[config.mk]
export PLATFORM = sky130hd
export DESIGN_NAME = change_filtered_rgb_to_hsv_core
export DESIGN_NICKNAME = d
export VERILOG_FILES = /design/src/cfrh_pkg.sv /design/src/cfrh_front.sv /design/src/cfrh_queue.sv /design/src/cfrh_back.sv /design/src/change_filtered_rgb_to_hsv_core.sv
export SDC_FILE = /design/constraint.sdc
export NUM_CORES = 1
export LEC_CHECK = 0
export BUFFER_PORTS_ARGS = -buffer_cell sky130_fd_sc_hd__buf_2
export CAP_MARGIN = 30
export CORE_ASPECT_RATIO = 2
export CORE_MARGIN = 8
export CORE_UTILIZATION = 35
export CTS_BUF_LIST = sky130_fd_sc_hd__clkbuf_8
export DETAILED_ROUTE_END_ITERATION = 10
export PLACE_DENSITY = 0.49
export SYNTH_ARGS = -nofsm -noshare
export SYNTH_HDL_FRONTEND = slang
export SYNTH_SLANG_ARGS = --single-unit
[constraint.sdc]
create_clock -name aclk -period 14.9 [get_ports aclk]
set_input_delay 0.745 -clock aclk [delete_from_list [all_inputs] [get_ports aclk]]
set_output_delay 0.745 -clock aclk [all_outputs]
set_load 0.02 [all_outputs]
[src/cfrh_pkg.sv]
// Shared types and constants for the change-filtered RGB to HSV block.
package cfrh_pkg;

    localparam int unsigned LimitW  = 11;
    localparam logic [LimitW-1:0] LimitReset = 11'd1201;
    localparam int unsigned QDepth  = 2;
    localparam int unsigned DivW    = 15;  // dividend width: 100*255 < 2^15
    localparam int unsigned QuoW    = 7;   // quotients stay below 128

    typedef struct packed {
        logic [7:0] red;
        logic [7:0] green;
        logic [7:0] blue;
    } rgb_t;

    typedef struct packed {
        logic [8:0] hue_deg;
        logic [6:0] sat_pct;
        logic [6:0] val_pct;
    } hsv_t;

    typedef enum logic [1:0] {
        SEC_NONE = 2'd0,
        SEC_RED  = 2'd1,
        SEC_GRN  = 2'd2,
        SEC_BLU  = 2'd3
    } sector_t;

    // classified request handed from the front to the back
    typedef struct packed {
        sector_t    sector;
        logic       neg;        // hue term below the sector base
        logic [DivW-1:0] hue_num;  // 60*|diff| (+c-1 when negative)
        logic [7:0] chroma;
        logic [DivW-1:0] sat_num;  // 100*c
        logic [7:0] maxv;
        logic [6:0] val_pct;
    } job_t;

    localparam logic [3:0] RegRepeatLimit = 4'd0;

endpackage

[src/cfrh_front.sv]
// Front end: change filter and classification of each accepted triple.
module cfrh_front (
    input  logic                aclk,
    input  logic                aresetn,
    input  logic                s_valid,
    output logic                s_ready,
    input  cfrh_pkg::rgb_t      s_data,
    input  logic [10:0]         repeat_limit,
    input  logic                q_ready,
    output logic                q_push,
    output cfrh_pkg::job_t      q_job
);
    import cfrh_pkg::*;

    logic [7:0] last_r_reg, last_g_reg, last_b_reg;
    logic [LimitW-1:0] count_reg;
    logic acc, repeat_hit;
    logic [7:0] r, g, b, mx, mn, c, pos, neg;
    logic [DivW-1:0] mag;
    job_t job;

    assign r = s_data.red;
    assign g = s_data.green;
    assign b = s_data.blue;
    assign s_ready = q_ready;
    assign acc = s_valid && s_ready;
    assign repeat_hit = (r == last_r_reg) && (g == last_g_reg) && (b == last_b_reg)
                        && (count_reg < repeat_limit);

    always_comb begin
        mx = r;
        if (g > mx) mx = g;
        if (b > mx) mx = b;
        mn = r;
        if (g < mn) mn = g;
        if (b < mn) mn = b;
        c = mx - mn;
        pos = 8'd0;
        neg = 8'd0;
        job.sector = SEC_NONE;
        if (c == 8'd0) begin
            job.sector = SEC_NONE;
        end else if (mx == r) begin
            job.sector = SEC_RED; pos = g; neg = b;
        end else if (mx == g) begin
            job.sector = SEC_GRN; pos = b; neg = r;
        end else begin
            job.sector = SEC_BLU; pos = r; neg = g;
        end
        job.neg = pos < neg;
        mag = (pos >= neg) ? DivW'(pos - neg) : DivW'(neg - pos);
        job.hue_num = job.neg ? DivW'(mag * 60 + DivW'(c) - 1) : DivW'(mag * 60);
        job.chroma = c;
        job.sat_num = DivW'(c * 100);
        job.maxv = mx;
        // 100*max/255 via reciprocal: (x*257+257)>>16 for x=100*max
        job.val_pct = 7'((({8'd0, DivW'(mx * 100)} * 23'd257 + 23'd257) >> 16));
    end

    assign q_push = acc && !repeat_hit;
    assign q_job = job;

    always_ff @(posedge aclk) begin
        if (!aresetn) begin
            last_r_reg <= '0; last_g_reg <= '0; last_b_reg <= '0;
            count_reg <= '0;
        end else if (acc) begin
            if (repeat_hit) begin
                count_reg <= count_reg + 1'b1;
            end else begin
                count_reg <= '0;
                last_r_reg <= r; last_g_reg <= g; last_b_reg <= b;
            end
        end
    end
endmodule

[src/cfrh_queue.sv]
// Two-entry queue between the front and back ends.
module cfrh_queue (
    input  logic           aclk,
    input  logic           aresetn,
    input  logic           push,
    input  cfrh_pkg::job_t push_job,
    output logic           can_push,
    input  logic           pop,
    output logic           not_empty,
    output cfrh_pkg::job_t head
);
    import cfrh_pkg::*;

    job_t mem_reg [QDepth];
    logic rd_reg, wr_reg;
    logic [1:0] cnt_reg;

    assign can_push = cnt_reg != 2'(QDepth);
    assign not_empty = cnt_reg != 2'd0;
    assign head = mem_reg[rd_reg];

    always_ff @(posedge aclk) begin
        if (push) mem_reg[wr_reg] <= push_job;
    end

    always_ff @(posedge aclk) begin
        if (!aresetn) begin
            rd_reg <= 1'b0; wr_reg <= 1'b0; cnt_reg <= '0;
        end else begin
            if (push) wr_reg <= ~wr_reg;
            if (pop) rd_reg <= ~rd_reg;
            cnt_reg <= cnt_reg + 2'(push) - 2'(pop);
        end
    end
endmodule

[src/cfrh_back.sv]
// Back end: restoring dividers for hue and saturation, then the result.
module cfrh_back (
    input  logic           aclk,
    input  logic           aresetn,
    input  logic           q_valid,
    input  cfrh_pkg::job_t q_job,
    output logic           q_pop,
    output logic           m_valid,
    input  logic           m_ready,
    output cfrh_pkg::hsv_t m_data
);
    import cfrh_pkg::*;

    typedef enum logic [2:0] {
        ST_IDLE = 3'b001,
        ST_DIV  = 3'b010,
        ST_OUT  = 3'b100
    } state_t;

    state_t state_reg;
    job_t job_reg;
    logic [2:0] step_reg;
    logic [DivW-1:0] hrem_reg, srem_reg;
    logic [QuoW-1:0] hq_reg, sq_reg;
    logic [DivW-1:0] hsub, ssub;
    logic [8:0] hue;
    logic [2:0] bitpos;

    assign bitpos = 3'(QuoW - 1) - step_reg;
    assign hsub = DivW'(job_reg.chroma) << bitpos;
    assign ssub = DivW'(job_reg.maxv) << bitpos;
    assign q_pop = (state_reg == ST_IDLE) && q_valid;
    assign m_valid = state_reg == ST_OUT;
    // quotients and job stay put while the result waits
    assign m_data = {hue, sq_reg, job_reg.val_pct};

    always_comb begin
        case (job_reg.sector)
            SEC_RED: hue = job_reg.neg ? 9'(360 - hq_reg) : 9'(hq_reg);
            SEC_GRN: hue = job_reg.neg ? 9'(120 - hq_reg) : 9'(120 + hq_reg);
            SEC_BLU: hue = job_reg.neg ? 9'(240 - hq_reg) : 9'(240 + hq_reg);
            default: hue = 9'd0;
        endcase
    end

    always_ff @(posedge aclk) begin
        if (!aresetn) begin
            state_reg <= ST_IDLE;
        end else begin
            case (state_reg)
                ST_IDLE: if (q_valid) state_reg <= ST_DIV;
                ST_DIV:  if (step_reg == 3'(QuoW - 1)) state_reg <= ST_OUT;
                ST_OUT:  if (m_ready) state_reg <= ST_IDLE;
                default: state_reg <= ST_IDLE;
            endcase
        end
    end

    // one quotient bit per cycle for both divisions
    always_ff @(posedge aclk) begin
        case (state_reg)
            ST_IDLE: begin
                job_reg <= q_job;
                hrem_reg <= q_job.hue_num;
                srem_reg <= q_job.sat_num;
                step_reg <= '0;
                hq_reg <= '0;
                sq_reg <= '0;
            end
            ST_DIV: begin
                step_reg <= step_reg + 1'b1;
                if (job_reg.chroma != 8'd0 && hrem_reg >= hsub) begin
                    hrem_reg <= hrem_reg - hsub;
                    hq_reg[bitpos] <= 1'b1;
                end
                if (job_reg.maxv != 8'd0 && srem_reg >= ssub) begin
                    srem_reg <= srem_reg - ssub;
                    sq_reg[bitpos] <= 1'b1;
                end
            end
            default: begin
            end
        endcase
    end
endmodule

[src/change_filtered_rgb_to_hsv_core.sv]
// Top level of the change-filtered RGB to HSV converter.
// Accepts one RGB triple per request; a triple equal to the last one sent is
// dropped until repeat_limit repeats have passed. Each sent triple goes
// through the queue to the back end: two 7-step restoring dividers (hue and
// saturation), one quotient bit per cycle. The back end steps through idle,
// 7 divide steps and output, and takes no new triple until its result is
// taken. A two-entry queue lets the front accept while the back works;
// dropped repeats never enter the queue. Register 0 at address 0 is
// repeat_limit (reset 1201).
module change_filtered_rgb_to_hsv_core (
    input  logic           aclk,
    input  logic           aresetn,
    input  logic           s_valid,
    output logic           s_ready,
    input  cfrh_pkg::rgb_t s_data,
    output logic           m_valid,
    input  logic           m_ready,
    output cfrh_pkg::hsv_t m_data,
    input  logic           psel,
    input  logic           penable,
    input  logic           pwrite,
    input  logic [1:0]     paddr,
    input  logic [31:0]    pwdata,
    output logic [31:0]    prdata,
    output logic           pready
);
    import cfrh_pkg::*;

    logic [LimitW-1:0] limit_reg;
    logic q_push, q_can, q_pop, q_ne;
    job_t q_in, q_head;

    assign pready = 1'b1;
    assign prdata = (paddr == 2'd0) ? {21'd0, limit_reg} : 32'd0;

    always_ff @(posedge aclk) begin
        if (!aresetn) begin
            limit_reg <= LimitReset;
        end else if (psel && penable && pwrite && paddr == RegRepeatLimit[1:0]) begin
            limit_reg <= pwdata[LimitW-1:0];
        end
    end

    cfrh_front u_front (
        .aclk(aclk), .aresetn(aresetn), .s_valid(s_valid), .s_ready(s_ready),
        .s_data(s_data), .repeat_limit(limit_reg), .q_ready(q_can),
        .q_push(q_push), .q_job(q_in)
    );

    cfrh_queue u_queue (
        .aclk(aclk), .aresetn(aresetn), .push(q_push), .push_job(q_in),
        .can_push(q_can), .pop(q_pop), .not_empty(q_ne), .head(q_head)
    );

    cfrh_back u_back (
        .aclk(aclk), .aresetn(aresetn), .q_valid(q_ne), .q_job(q_head),
        .q_pop(q_pop), .m_valid(m_valid), .m_ready(m_ready), .m_data(m_data)
    );

`ifndef NO_ASSERTIONS
    a_hue_range: assert property (@(posedge aclk) disable iff (!aresetn)
        m_valid |-> m_data.hue_deg < 9'd360) else $error("hue out of range");
    a_pct_range: assert property (@(posedge aclk) disable iff (!aresetn)
        m_valid |-> (m_data.sat_pct <= 7'd100 && m_data.val_pct <= 7'd100))
        else $error("percent out of range");
    a_no_push_full: assert property (@(posedge aclk) disable iff (!aresetn)
        q_push |-> q_can) else $error("queue overflow");
`endif
endmodule
==> metrics.md, run 1 <==
| Metric | Value |
|---|---|
| Root Driver | clkbuf_8 |
| Post-route setup TNS | 0 ns |
| # resized after CTS | 0 |
| CTS clk-pin slew, worst paths | 0.07 ns |
| Max Slew Vio Count | 0 |
| Crit path kind | in2reg |
| Cts hold-fix bufs | 0 |
| Flop-to-flop setup slack | 8.92 ns |
| Most common cell after layout, fill and taps aside | ha_1 |
| Worst hold start | pwdata[0] |
| Crit share post-route | 92.6% |
| Number of enable flip-flop cells after synthesis | 175 |
| Post-layout min period | 13.80 ns |
| Vias | 14500 |
| Hold Path Stages | 3 |
| Buffers on Ports | 79 |
| # DRC | 0 |
| Layout cells sized above 1 | 13.7% |
| Worst path slowest cell | nor2_2 |
| Arr. time, crit path | 14.08 ns |
| CP max stage delay | 0.68 ns |
| Latest clock arrival within the worst-skew pair | 0.57 ns |
| First-pass GRT wire length | 79.2 mm |
| Commonest non-fill, non-tap cells in the layout | 206 x ha_1, 181 x inv_1, 175 x edfxtp_1, 127 x nor2_1, 125 x a21oi_1 |
| First-pass DRT Iterations | 5 |
| RSZ-0062 raised after global routing | false |
| Layout filler cell count | 5365 |
| H-tree depth | 2 |
| Vias in the first global route | 15100 |
| Setup Fix Bufs, Post-CTS | 0 |
| Unique cell type count in the Yosys netlist | 90 |
| Routability Congestion | 0.933 |
| Die extent in y | 342 um |
| Tightest Hold Check Type | in2reg |
| Pin count of the biggest net entering global routing | 52 |
| WL/cell | 18.1 um |
| Fmax | 72.5 MHz |
| CTS sink count | 229 |
| Final setup vio count | 0 |
| Initial Utilization | 35.4% |
| Crit path max fanout | 21 |
| Rel. slew slack | 41.0% |
| Rows | 119 |
| Hold endpoint | limit_reg[0] |
| Final WL | 49.9 mm |
| Longest Clk Path Bufs | 3 |
| Detailed Route Iter0 Violations | 535 |
| Core area | 0.0527 sq mm |
| ANT nets after route | 0 |
| Ports | 123 |
| Die area | 0.0614 sq mm |
| Worst-Margin Slew | 0.885 ns |
| CTS Buf Count | 37 |
| YS warnings | 0 |
| Initial antenna violation count | 1 |
| Worst Clk Skew | 0.0330 ns |
| Status | completed |
| Total Nets Final | 2352 |
| Post-Synthesis Cells | 1956 |
| Syn_area_per_cell | 9.54 sq um |
| Max reg flops | 102 |
| DR vias/cell | 5.26 |
| Worst path most repeated cell | ha_1 |
| Seq/Total Area, Yosys | 34.0% |
| Post-DP HPWL | 39.8 mm |
| Fraction of registers with async set/reset | 0% |
| Total grt overflow | 0 |
| Area delta synth->final | 11.2% |
| Width of the die | 179 um |
| Flops & latches, synth | 229 |
| Worst Reg-to-Reg Cells | 21 |
| Hold Violations, Final | 0 |
| Mapped cell area | 0.0187 sq mm |
| CTS tree | built |
| Worst r2r src | u_back.step_reg[0] |
| Worst Path Required | 15.18 ns |
| CP endpoint kind | flip-flop |
| All-Layer GR Usage | 16.4% |
| Startpoint types | input pin |
| Maxcap violations | 0 |
| Main synth FF type | edfxtp_1 |
| R2R Path End | u_back.srem_reg[5] |
## critical path, delay by kind of cell
family | cells | cell delay, ns
adders and majority gates | 11 | 3.42
and+or+nand+nor | 9 | 2.67
buffers and inverters | 5 | 0.59
muxes | 4 | 1.21
AOI/OAI and AO/OA | 22 | 4.62
xor gates and xnor gates | 3 | 0.75
## synthesized netlist by cell type, types with 14 or more instances
library cell,n,area share (%)
mux2i_1,73,3.9
o21a_1,20,0.80
a21o_1,24,0.97
fa_1,25,2.7
o2bb2ai_1,15,0.70
o21ai_0,89,2.4
edfxtp_1,175,28
nor2b_1,65,2.2
mux2_2,31,1.9
xnor2_1,87,4.1
nor4_1,14,0.47
o21bai_1,16,0.64
clkbuf_1,63,1.3
xor2_1,50,2.3
a211oi_1,14,0.56
ha_1,206,14
o211ai_1,20,0.80
nor2_1,130,2.6
nand2b_1,22,0.74
a21oi_1,127,3.4
buf_4,29,1.2
inv_1,169,3.4
a2bb2oi_1,17,0.80
nand3_1,33,0.89
nand4_1,21,0.70
nand2_1,113,2.3
dfxtp_1,54,5.8
nor3_1,51,1.4
## logic make-up (layout without fill, tap and decap cells)
kind of cell | count (synthesis) | count (layout) | share of synthesized area [%]
mux | 111 | 111 | 6.63
simple gates | 526 | 526 | 14.2
flops | 229 | 229 | 34.0
buf+inv | 289 | 397 | 6.69
fa+ha+maj | 236 | 236 | 16.8
xor+xnor | 138 | 138 | 6.55
compound gates | 425 | 425 | 15.1
other cells | 2 | 23 | 0.0403
## how the worst max path moves through the flow
stage / startpoint / to / slack, ns / cells past startpoint
5_1_grt: s_data[20] / u_queue.mem_reg[1][49] / 0.21 / 60
6_report: s_data[20] / u_queue.mem_reg[1][49] / 1.10 / 54
3_5_place_dp: s_data[20] / u_queue.mem_reg[1][49] / 0.46 / 54
4_1_cts: s_data[20] / u_queue.mem_reg[1][49] / 1.06 / 54
2_1_floorplan: s_data[21] / u_queue.mem_reg[0][49] / 1.15 / 55
3_3_place_gp: s_data[20] / u_queue.mem_reg[0][49] / 0.61 / 54
## metrics by stage
| step | cell area (sq um) | setup slack, ns | cells | hold slack, ns | util (%) |
|---|---|---|---|---|---|
| after floorplan | 18700 | 1.15 | 1976 | 0.439 | - |
| after global placement | 20000 | 0.614 | 2681 | 0.454 | 38.0 |
| after detailed placement | 20000 | 0.465 | 2682 | 0.460 | 38.0 |
| after CTS | 20700 | 1.06 | 2749 | 0.348 | 39.3 |
| after global routing | 20700 | 0.209 | 2750 | 0.360 | 39.3 |
| final | 20700 | 1.10 | 2750 | 0.389 | 39.3 |
## metal layers
| layer | global-route usage [%] | wire length [um] | vias up |
|---|---|---|---|
| li1 | - | - | 7108 |
| met1 | 15.0 | 17300 | 6894 |
| met2 | 32.9 | 28000 | 304 |
| met3 | 2.24 | 1660 | 146 |
| met4 | 9.52 | 2980 | 0 |
| met5 | 0 | 0 | - |
## area by class of cell
class,count,area [sq um],area share (%)
clock inverter,28,178,0.857
clock buffer,39,537,2.59
inverter,172,646,3.11
multi-input combinational,1458,11200,54.0
tap,665,832,4.01
antenna,1,2.50,0.0121
sequential,229,6340,30.6
timing repair buffer,158,1000,4.85
Power of run 1 is not shown: default switching activity piles up to over one toggle a cycle in this logic, so the estimate is an artifact.
==> inputs of run 2 (changes only) <==
==> constraint.sdc (replaced) <==
create_clock -name aclk -period 17 [get_ports aclk]
set_input_delay 1.7 -clock aclk [delete_from_list [all_inputs] [get_ports aclk]]
set_output_delay 1.7 -clock aclk [all_outputs]
set_load 0.02 [all_outputs]
==> metrics.md, run 2 (synthesized netlist as in run 1, its figures left out) <==
| Metric | Value |
|---|---|
| Layout cells sized above 1 | 11.7% (-2.0 points) |
| Detailed Route Iter0 Violations | 503 (-6.0%) |
| Post-route setup TNS | 0 ns (unchanged) |
| Final setup vio count | 0 (unchanged) |
| Finished Layout Cells | 2702 (-1.7%) |
| Worst path slowest cell | nor2_1 |
| CTS Buf Count | 37 (unchanged) |
| Most common cell after layout, fill and taps aside | ha_1 |
| CP endpoint kind | flip-flop |
| R2R Path End | u_back.sq_reg[1] |
| CP max stage delay | 0.73 ns (+0.05 ns) |
| CTS tree | built |
| Hold Path Stages | 2 (-1) |
| Core area | 0.0527 sq mm (unchanged) |
| First-pass GRT wire length | 78.1 mm (-1.3%) |
| Total grt overflow | 0 (unchanged) |
| Latest clock arrival within the worst-skew pair | 0.57 ns (about the same) |
| CTS sink count | 229 (unchanged) |
| Worst r2r src | u_back.step_reg[0] |
| CTS clk-pin slew, worst paths | 0.06 ns (about the same) |
| Crit path kind | in2reg |
| First-pass DRT Iterations | 5 (unchanged) |
| Crit path max fanout | 31 (+48%) |
| DR vias/cell | 5.26 (+0.16%) |
| Post-DP HPWL | 39.3 mm (-1.2%) |
| Ports | 123 (unchanged) |
| # resized after CTS | 0 (unchanged) |
| Rows | 119 (unchanged) |
| Initial antenna violation count | 1 (unchanged) |
| Vias | 14200 (-1.6%) |
| All-Layer GR Usage | 16.3% (-0.073 points) |
| Max Slew Vio Count | 0 (unchanged) |
| Post-layout min period | 15.49 ns |
| Worst Clk Skew | 0.0359 ns (+0.00295 ns) |
| Die area | 0.0614 sq mm (unchanged) |
| Flop-to-flop setup slack | 11.20 ns (+2.28 ns) |
| Tightest Hold Check Type | reg2reg |
| ANT nets after route | 0 (unchanged) |
| Placed instance count | 2635 (-1.8%) |
| Root Driver | clkbuf_8 |
| Worst hold start | limit_reg[3] |
| GR Util met2 | 33.5% (+0.56 points) |
| Longest Clk Path Bufs | 3 (unchanged) |
| Arr. time, crit path | 15.78 ns (+1.70 ns) |
| Pin count of the biggest net entering global routing | 58 (+12%) |
| Buffers on Ports | 79 (unchanged) |
| Rel. slew slack | 37.9% (-3.1 points) |
| Total Nets Final | 2305 (-2.0%) |
| Crit share post-route | 91.1% |
| Max reg flops | 102 (unchanged) |
| # DRC | 0 (unchanged) |
| Critical Path Source | s_data[22] |
| Area delta synth->final | 9.18% |
| GRT busiest layer | met2 |
| Cts hold-fix bufs | 0 (unchanged) |
| Initial Utilization | 35.4% (unchanged) |
| Maxcap violations | 0 (unchanged) |
| Setup Fix Bufs, Post-CTS | 0 (unchanged) |
| Width of the die | 179 um (unchanged) |
| Die extent in y | 342 um (unchanged) |
| Worst Path Required | 17.29 ns (+2.11 ns) |
| Hold Violations, Final | 0 (unchanged) |
| Startpoint types | input pin |
| H-tree depth | 2 (unchanged) |
| Fmax | 64.6 MHz |
| RSZ-0062 raised after global routing | false |
| Commonest non-fill, non-tap cells in the layout | 206 x ha_1, 177 x inv_1, 175 x edfxtp_1, 127 x nor2_1, 125 x a21oi_1 |
| Routability Congestion | 0.937 (+0.48%) |
| Hold endpoint | limit_reg[3] |
| Final WL | 50.2 mm (+0.68%) |
| Grt met1 use | 14.9% (-0.059 points) |
| Vias in the first global route | 14700 (-3.0%) |
| Worst path most repeated cell | ha_1 |
| Worst-Margin Slew | 0.928 ns (+0.0433 ns) |
| WL/cell | 18.6 um (+2.5%) |
| Met3 Use GR | 2.00% (-0.24 points) |
| Status | completed |
| Worst Reg-to-Reg Cells | 20 (-4.8%) |
run 2: changes by cell type in the layout (fill, tap and decap cells not counted), sizes merged:
| cell | change |
|---|---|
| inv | -3 |
| bufinv | -1 |
| clkbuf | +2 |
| buf | -47 |
| clkinv | +2 |
| clkinvlp | -1 |
run 2: area by class of cell:
class | instances | area [sq um]
multi-input cells | 1458 | 11200
repair buffers | 111 | 643
fillers | 5395 | 32300
diodes | 1 | 2.50
inverters | 172 | 646
well taps | 665 | 832
clock inverters | 25 | 140
clock buffers | 41 | 564
flip-flops and latches | 229 | 6340
run 2: critical path, delay by kind of cell:
kind	cells	cell delay (ns)
adder cells (fa/ha/maj)	10	3.35
buffers and inverters	6	0.97
AO/OA/AOI/OAI	22	5.11
XOR/XNOR	3	1.10
AND/OR/NAND/NOR	10	2.36
multiplexers	4	1.14
run 2: stage by stage:
stage | instance area [sq um] | hold WS [ns] | setup WS, ns | util, %
global route | 20400 | 0.499 | 0.367 | 38.6
global placement | 19600 | 0.456 | 0.726 | 37.3
floorplan | 18700 | 0.439 | 2.30 | -
detailed placement | 19700 | 0.466 | 1.01 | 37.3
CTS | 20400 | 0.474 | 1.61 | 38.6
finish | 20400 | 0.470 | 1.51 | 38.6
run 2: worst max path at each step:
stage                             endpoint  slack, ns  cells after the start
floorplan           u_queue.mem_reg[0][49]       2.30                     55
global placement    u_queue.mem_reg[0][49]       0.73                     54
detailed placement  u_queue.mem_reg[1][49]       1.01                     55
CTS                 u_queue.mem_reg[0][49]       1.61                     55
global route        u_queue.mem_reg[0][50]       0.37                     58
finish              u_queue.mem_reg[1][49]       1.51                     55
run 2: metal layers:
| layer | share of wire (%) | wire length [um] | up-vias |
|---|---|---|---|
| li1 | - | - | 7024 |
| met1 | 35 | 17700 | 6779 |
| met2 | 57 | 28600 | 299 |
| met3 | 3.1 | 1550 | 120 |
| met4 | 4.8 | 2420 | 0 |
| met5 | 0 | 0 | - |
Power of run 2 is left out for the same reason.
==> inputs of run 3 (changes only) <==
==> constraint.sdc (replaced) <==
create_clock -name aclk -period 17 [get_ports aclk]
set_input_delay 0 -clock aclk [delete_from_list [all_inputs] [get_ports aclk]]
set_output_delay 0 -clock aclk [all_outputs]
set_load 0.02 [all_outputs]
==> metrics.md, run 3 (synthesized netlist as in run 1, its figures left out) <==
| Metric | Value |
|---|---|
| First-pass GRT wire length | 77.4 mm (-0.90%) |
| Worst r2r src | u_back.step_reg[0] |
| CP endpoint | u_queue.mem_reg[1][49] |
| Critical Path Source | s_data[15] |
| Detailed Route Iter0 Violations | 422 (-16%) |
| Startpoint types | input pin |
| CTS tree | built |
| Vias | 14300 (+0.22%) |
| Post-DP HPWL | 39.1 mm (-0.67%) |
| Post-layout min period | 15.36 ns (-0.125 ns) |
| Rel. slew slack | 35.9% (-2.0 points) |
| CP Buf/Inv Count | 5 (-1) |
| Pin count of the biggest net entering global routing | 58 (unchanged) |
| ANT nets after route | 0 (unchanged) |
| H-tree depth | 2 (unchanged) |
| Maxcap violations | 0 (unchanged) |
| Die area | 0.0614 sq mm (unchanged) |
| Buffers on Ports | 79 (unchanged) |
| Ports | 123 (unchanged) |
| Final WL | 49.8 mm (-0.82%) |
| Final setup vio count | 0 (unchanged) |
| Commonest non-fill, non-tap cells in the layout | 206 x ha_1, 176 x inv_1, 175 x edfxtp_1, 127 x nor2_1, 125 x a21oi_1 |
| Max Slew Vio Count | 0 (unchanged) |
| First-pass DRT Iterations | 5 (unchanged) |
| CTS sink count | 229 (unchanged) |
| Width of the die | 179 um (unchanged) |
| Worst Clk Skew | 0.0245 ns (-0.0114 ns) |
| Total Nets Final | 2311 (+0.26%) |
| Post-route setup TNS | 0 ns (unchanged) |
| # DRC | 0 (unchanged) |
| CTS Buf Count | 36 (-2.7%) |
| Latest clock arrival within the worst-skew pair | 0.57 ns (about the same) |
| Total grt overflow | 0 (unchanged) |
| Crit share post-route | 90.4% (-0.73 points) |
| Worst Path Required | 17.29 ns (about the same) |
| Worst Reg-to-Reg Cells | 20 (unchanged) |
| R2R Path End | u_back.srem_reg[2] |
| Crit path kind | in2reg |
| Vias in the first global route | 14700 (+0.18%) |
| Initial antenna violation count | 1 (unchanged) |
| CTS clk-pin slew, worst paths | 0.06 ns (about the same) |
| Most common cell after layout, fill and taps aside | ha_1 |
| Area delta synth->final | 9.83% |
| Die extent in y | 342 um (unchanged) |
| Status | completed |
| Routability Congestion | 0.927 (-1.1%) |
| CP max stage delay | 0.74 ns (about the same) |
| DR vias/cell | 5.27 (about the same) |
| Layout cells sized above 1 | 11.1% (-0.57 points) |
| Crit path max fanout | 31 (unchanged) |
| RSZ-0062 raised after global routing | false |
| Hold Violations, Final | 0 (unchanged) |
| Worst path slowest cell | nand2_1 |
| Max reg flops | 102 (unchanged) |
| Fmax | 65.1 MHz (+0.81%) |
| Post-Route Utilization | 38.9% (+0.23 points) |
| Arr. time, crit path | 15.65 ns (-0.13 ns) |
| Worst path most repeated cell | ha_1 |
| Worst-Margin Slew | 0.960 ns (+0.0318 ns) |
| Longest Clk Path Bufs | 3 (unchanged) |
| CP endpoint kind | flip-flop |
| Flop-to-flop setup slack | 11.26 ns (+0.06 ns) |
| All-Layer GR Usage | 16.1% (-0.17 points) |
| Root Driver | clkbuf_8 |
| WL/cell | 18.4 um (-1.0%) |
| Rows | 119 (unchanged) |
| Core area | 0.0527 sq mm (unchanged) |
| Initial Utilization | 35.4% (unchanged) |
| Critical Path Stages | 50 (-9.1%) |
| CP delay by family, top | compound AO/OA/AOI/OAI gates |
| Worst hold start | aresetn |
| Tightest Hold Check Type | in2reg |
## run 3: stage by stage
step           hold slack [ns]  instances  setup WS [ns]  instance area (sq um)
4_1_cts                0.00365       2706           1.62                  20500
5_1_grt                 0.0446       2707          0.522                  20500
3_3_place_gp             0.210       2620           1.57                  19500
3_5_place_dp             0.215       2621           1.43                  19600
2_1_floorplan            0.124       1976           4.00                  18700
6_report                0.0368       2707           1.64                  20500
## run 3: worst min-delay path by stage
stage / slack [ns] / depth (start not counted) / to
4_1_cts: 0.004 / 5 / u_front.last_r_reg[7]
5_1_grt: 0.04 / 3 / u_front.last_g_reg[4]
3_5_place_dp: 0.22 / 3 / limit_reg[0]
3_3_place_gp: 0.21 / 3 / limit_reg[0]
6_report: 0.04 / 2 / limit_reg[10]
2_1_floorplan: 0.12 / 2 / limit_reg[0]
## run 3: worst register-to-register path: cells and delay by family (launching register included)
kind	cells	cell delay (ns)
AOI/OAI and AO/OA	12	2.68
buffers and inverters	4	1.39
adders and majority gates	2	0.78
DFF	1	0.32
muxes	1	0.16
and+or+nand+nor	1	0.09
## run 3: timing repair
| item | in CTS | in global routing |
|---|---|---|
| resized for setup | 0 | 0 |
| hold buffers | 21 | 0 |
| endpoints found under the hold margin | 21 | 0 |
| buffers inserted | 0 | 0 |
## run 3: area by class of cell
type	count	area, sq um
fillers	5366	32200
multi-input cells	1458	11200
flip-flops and latches	229	6340
well taps	665	832
repair buffers	118	748
inverters	172	646
clock buffers	38	523
clock inverters	26	198
diodes	1	2.50
## run 3: routing by layer
| layer | GRT usage, % | share of wire [%] | vias up |
|---|---|---|---|
| li1 | - | - | 7034 |
| met4 | 8.70 | 5.5 | 0 |
| met1 | 14.5 | 35 | 6810 |
| met5 | 0 | 0 | - |
| met2 | 33.2 | 57 | 277 |
| met3 | 2.07 | 3.1 | 132 |
Power of run 3 is left out for the same reason.
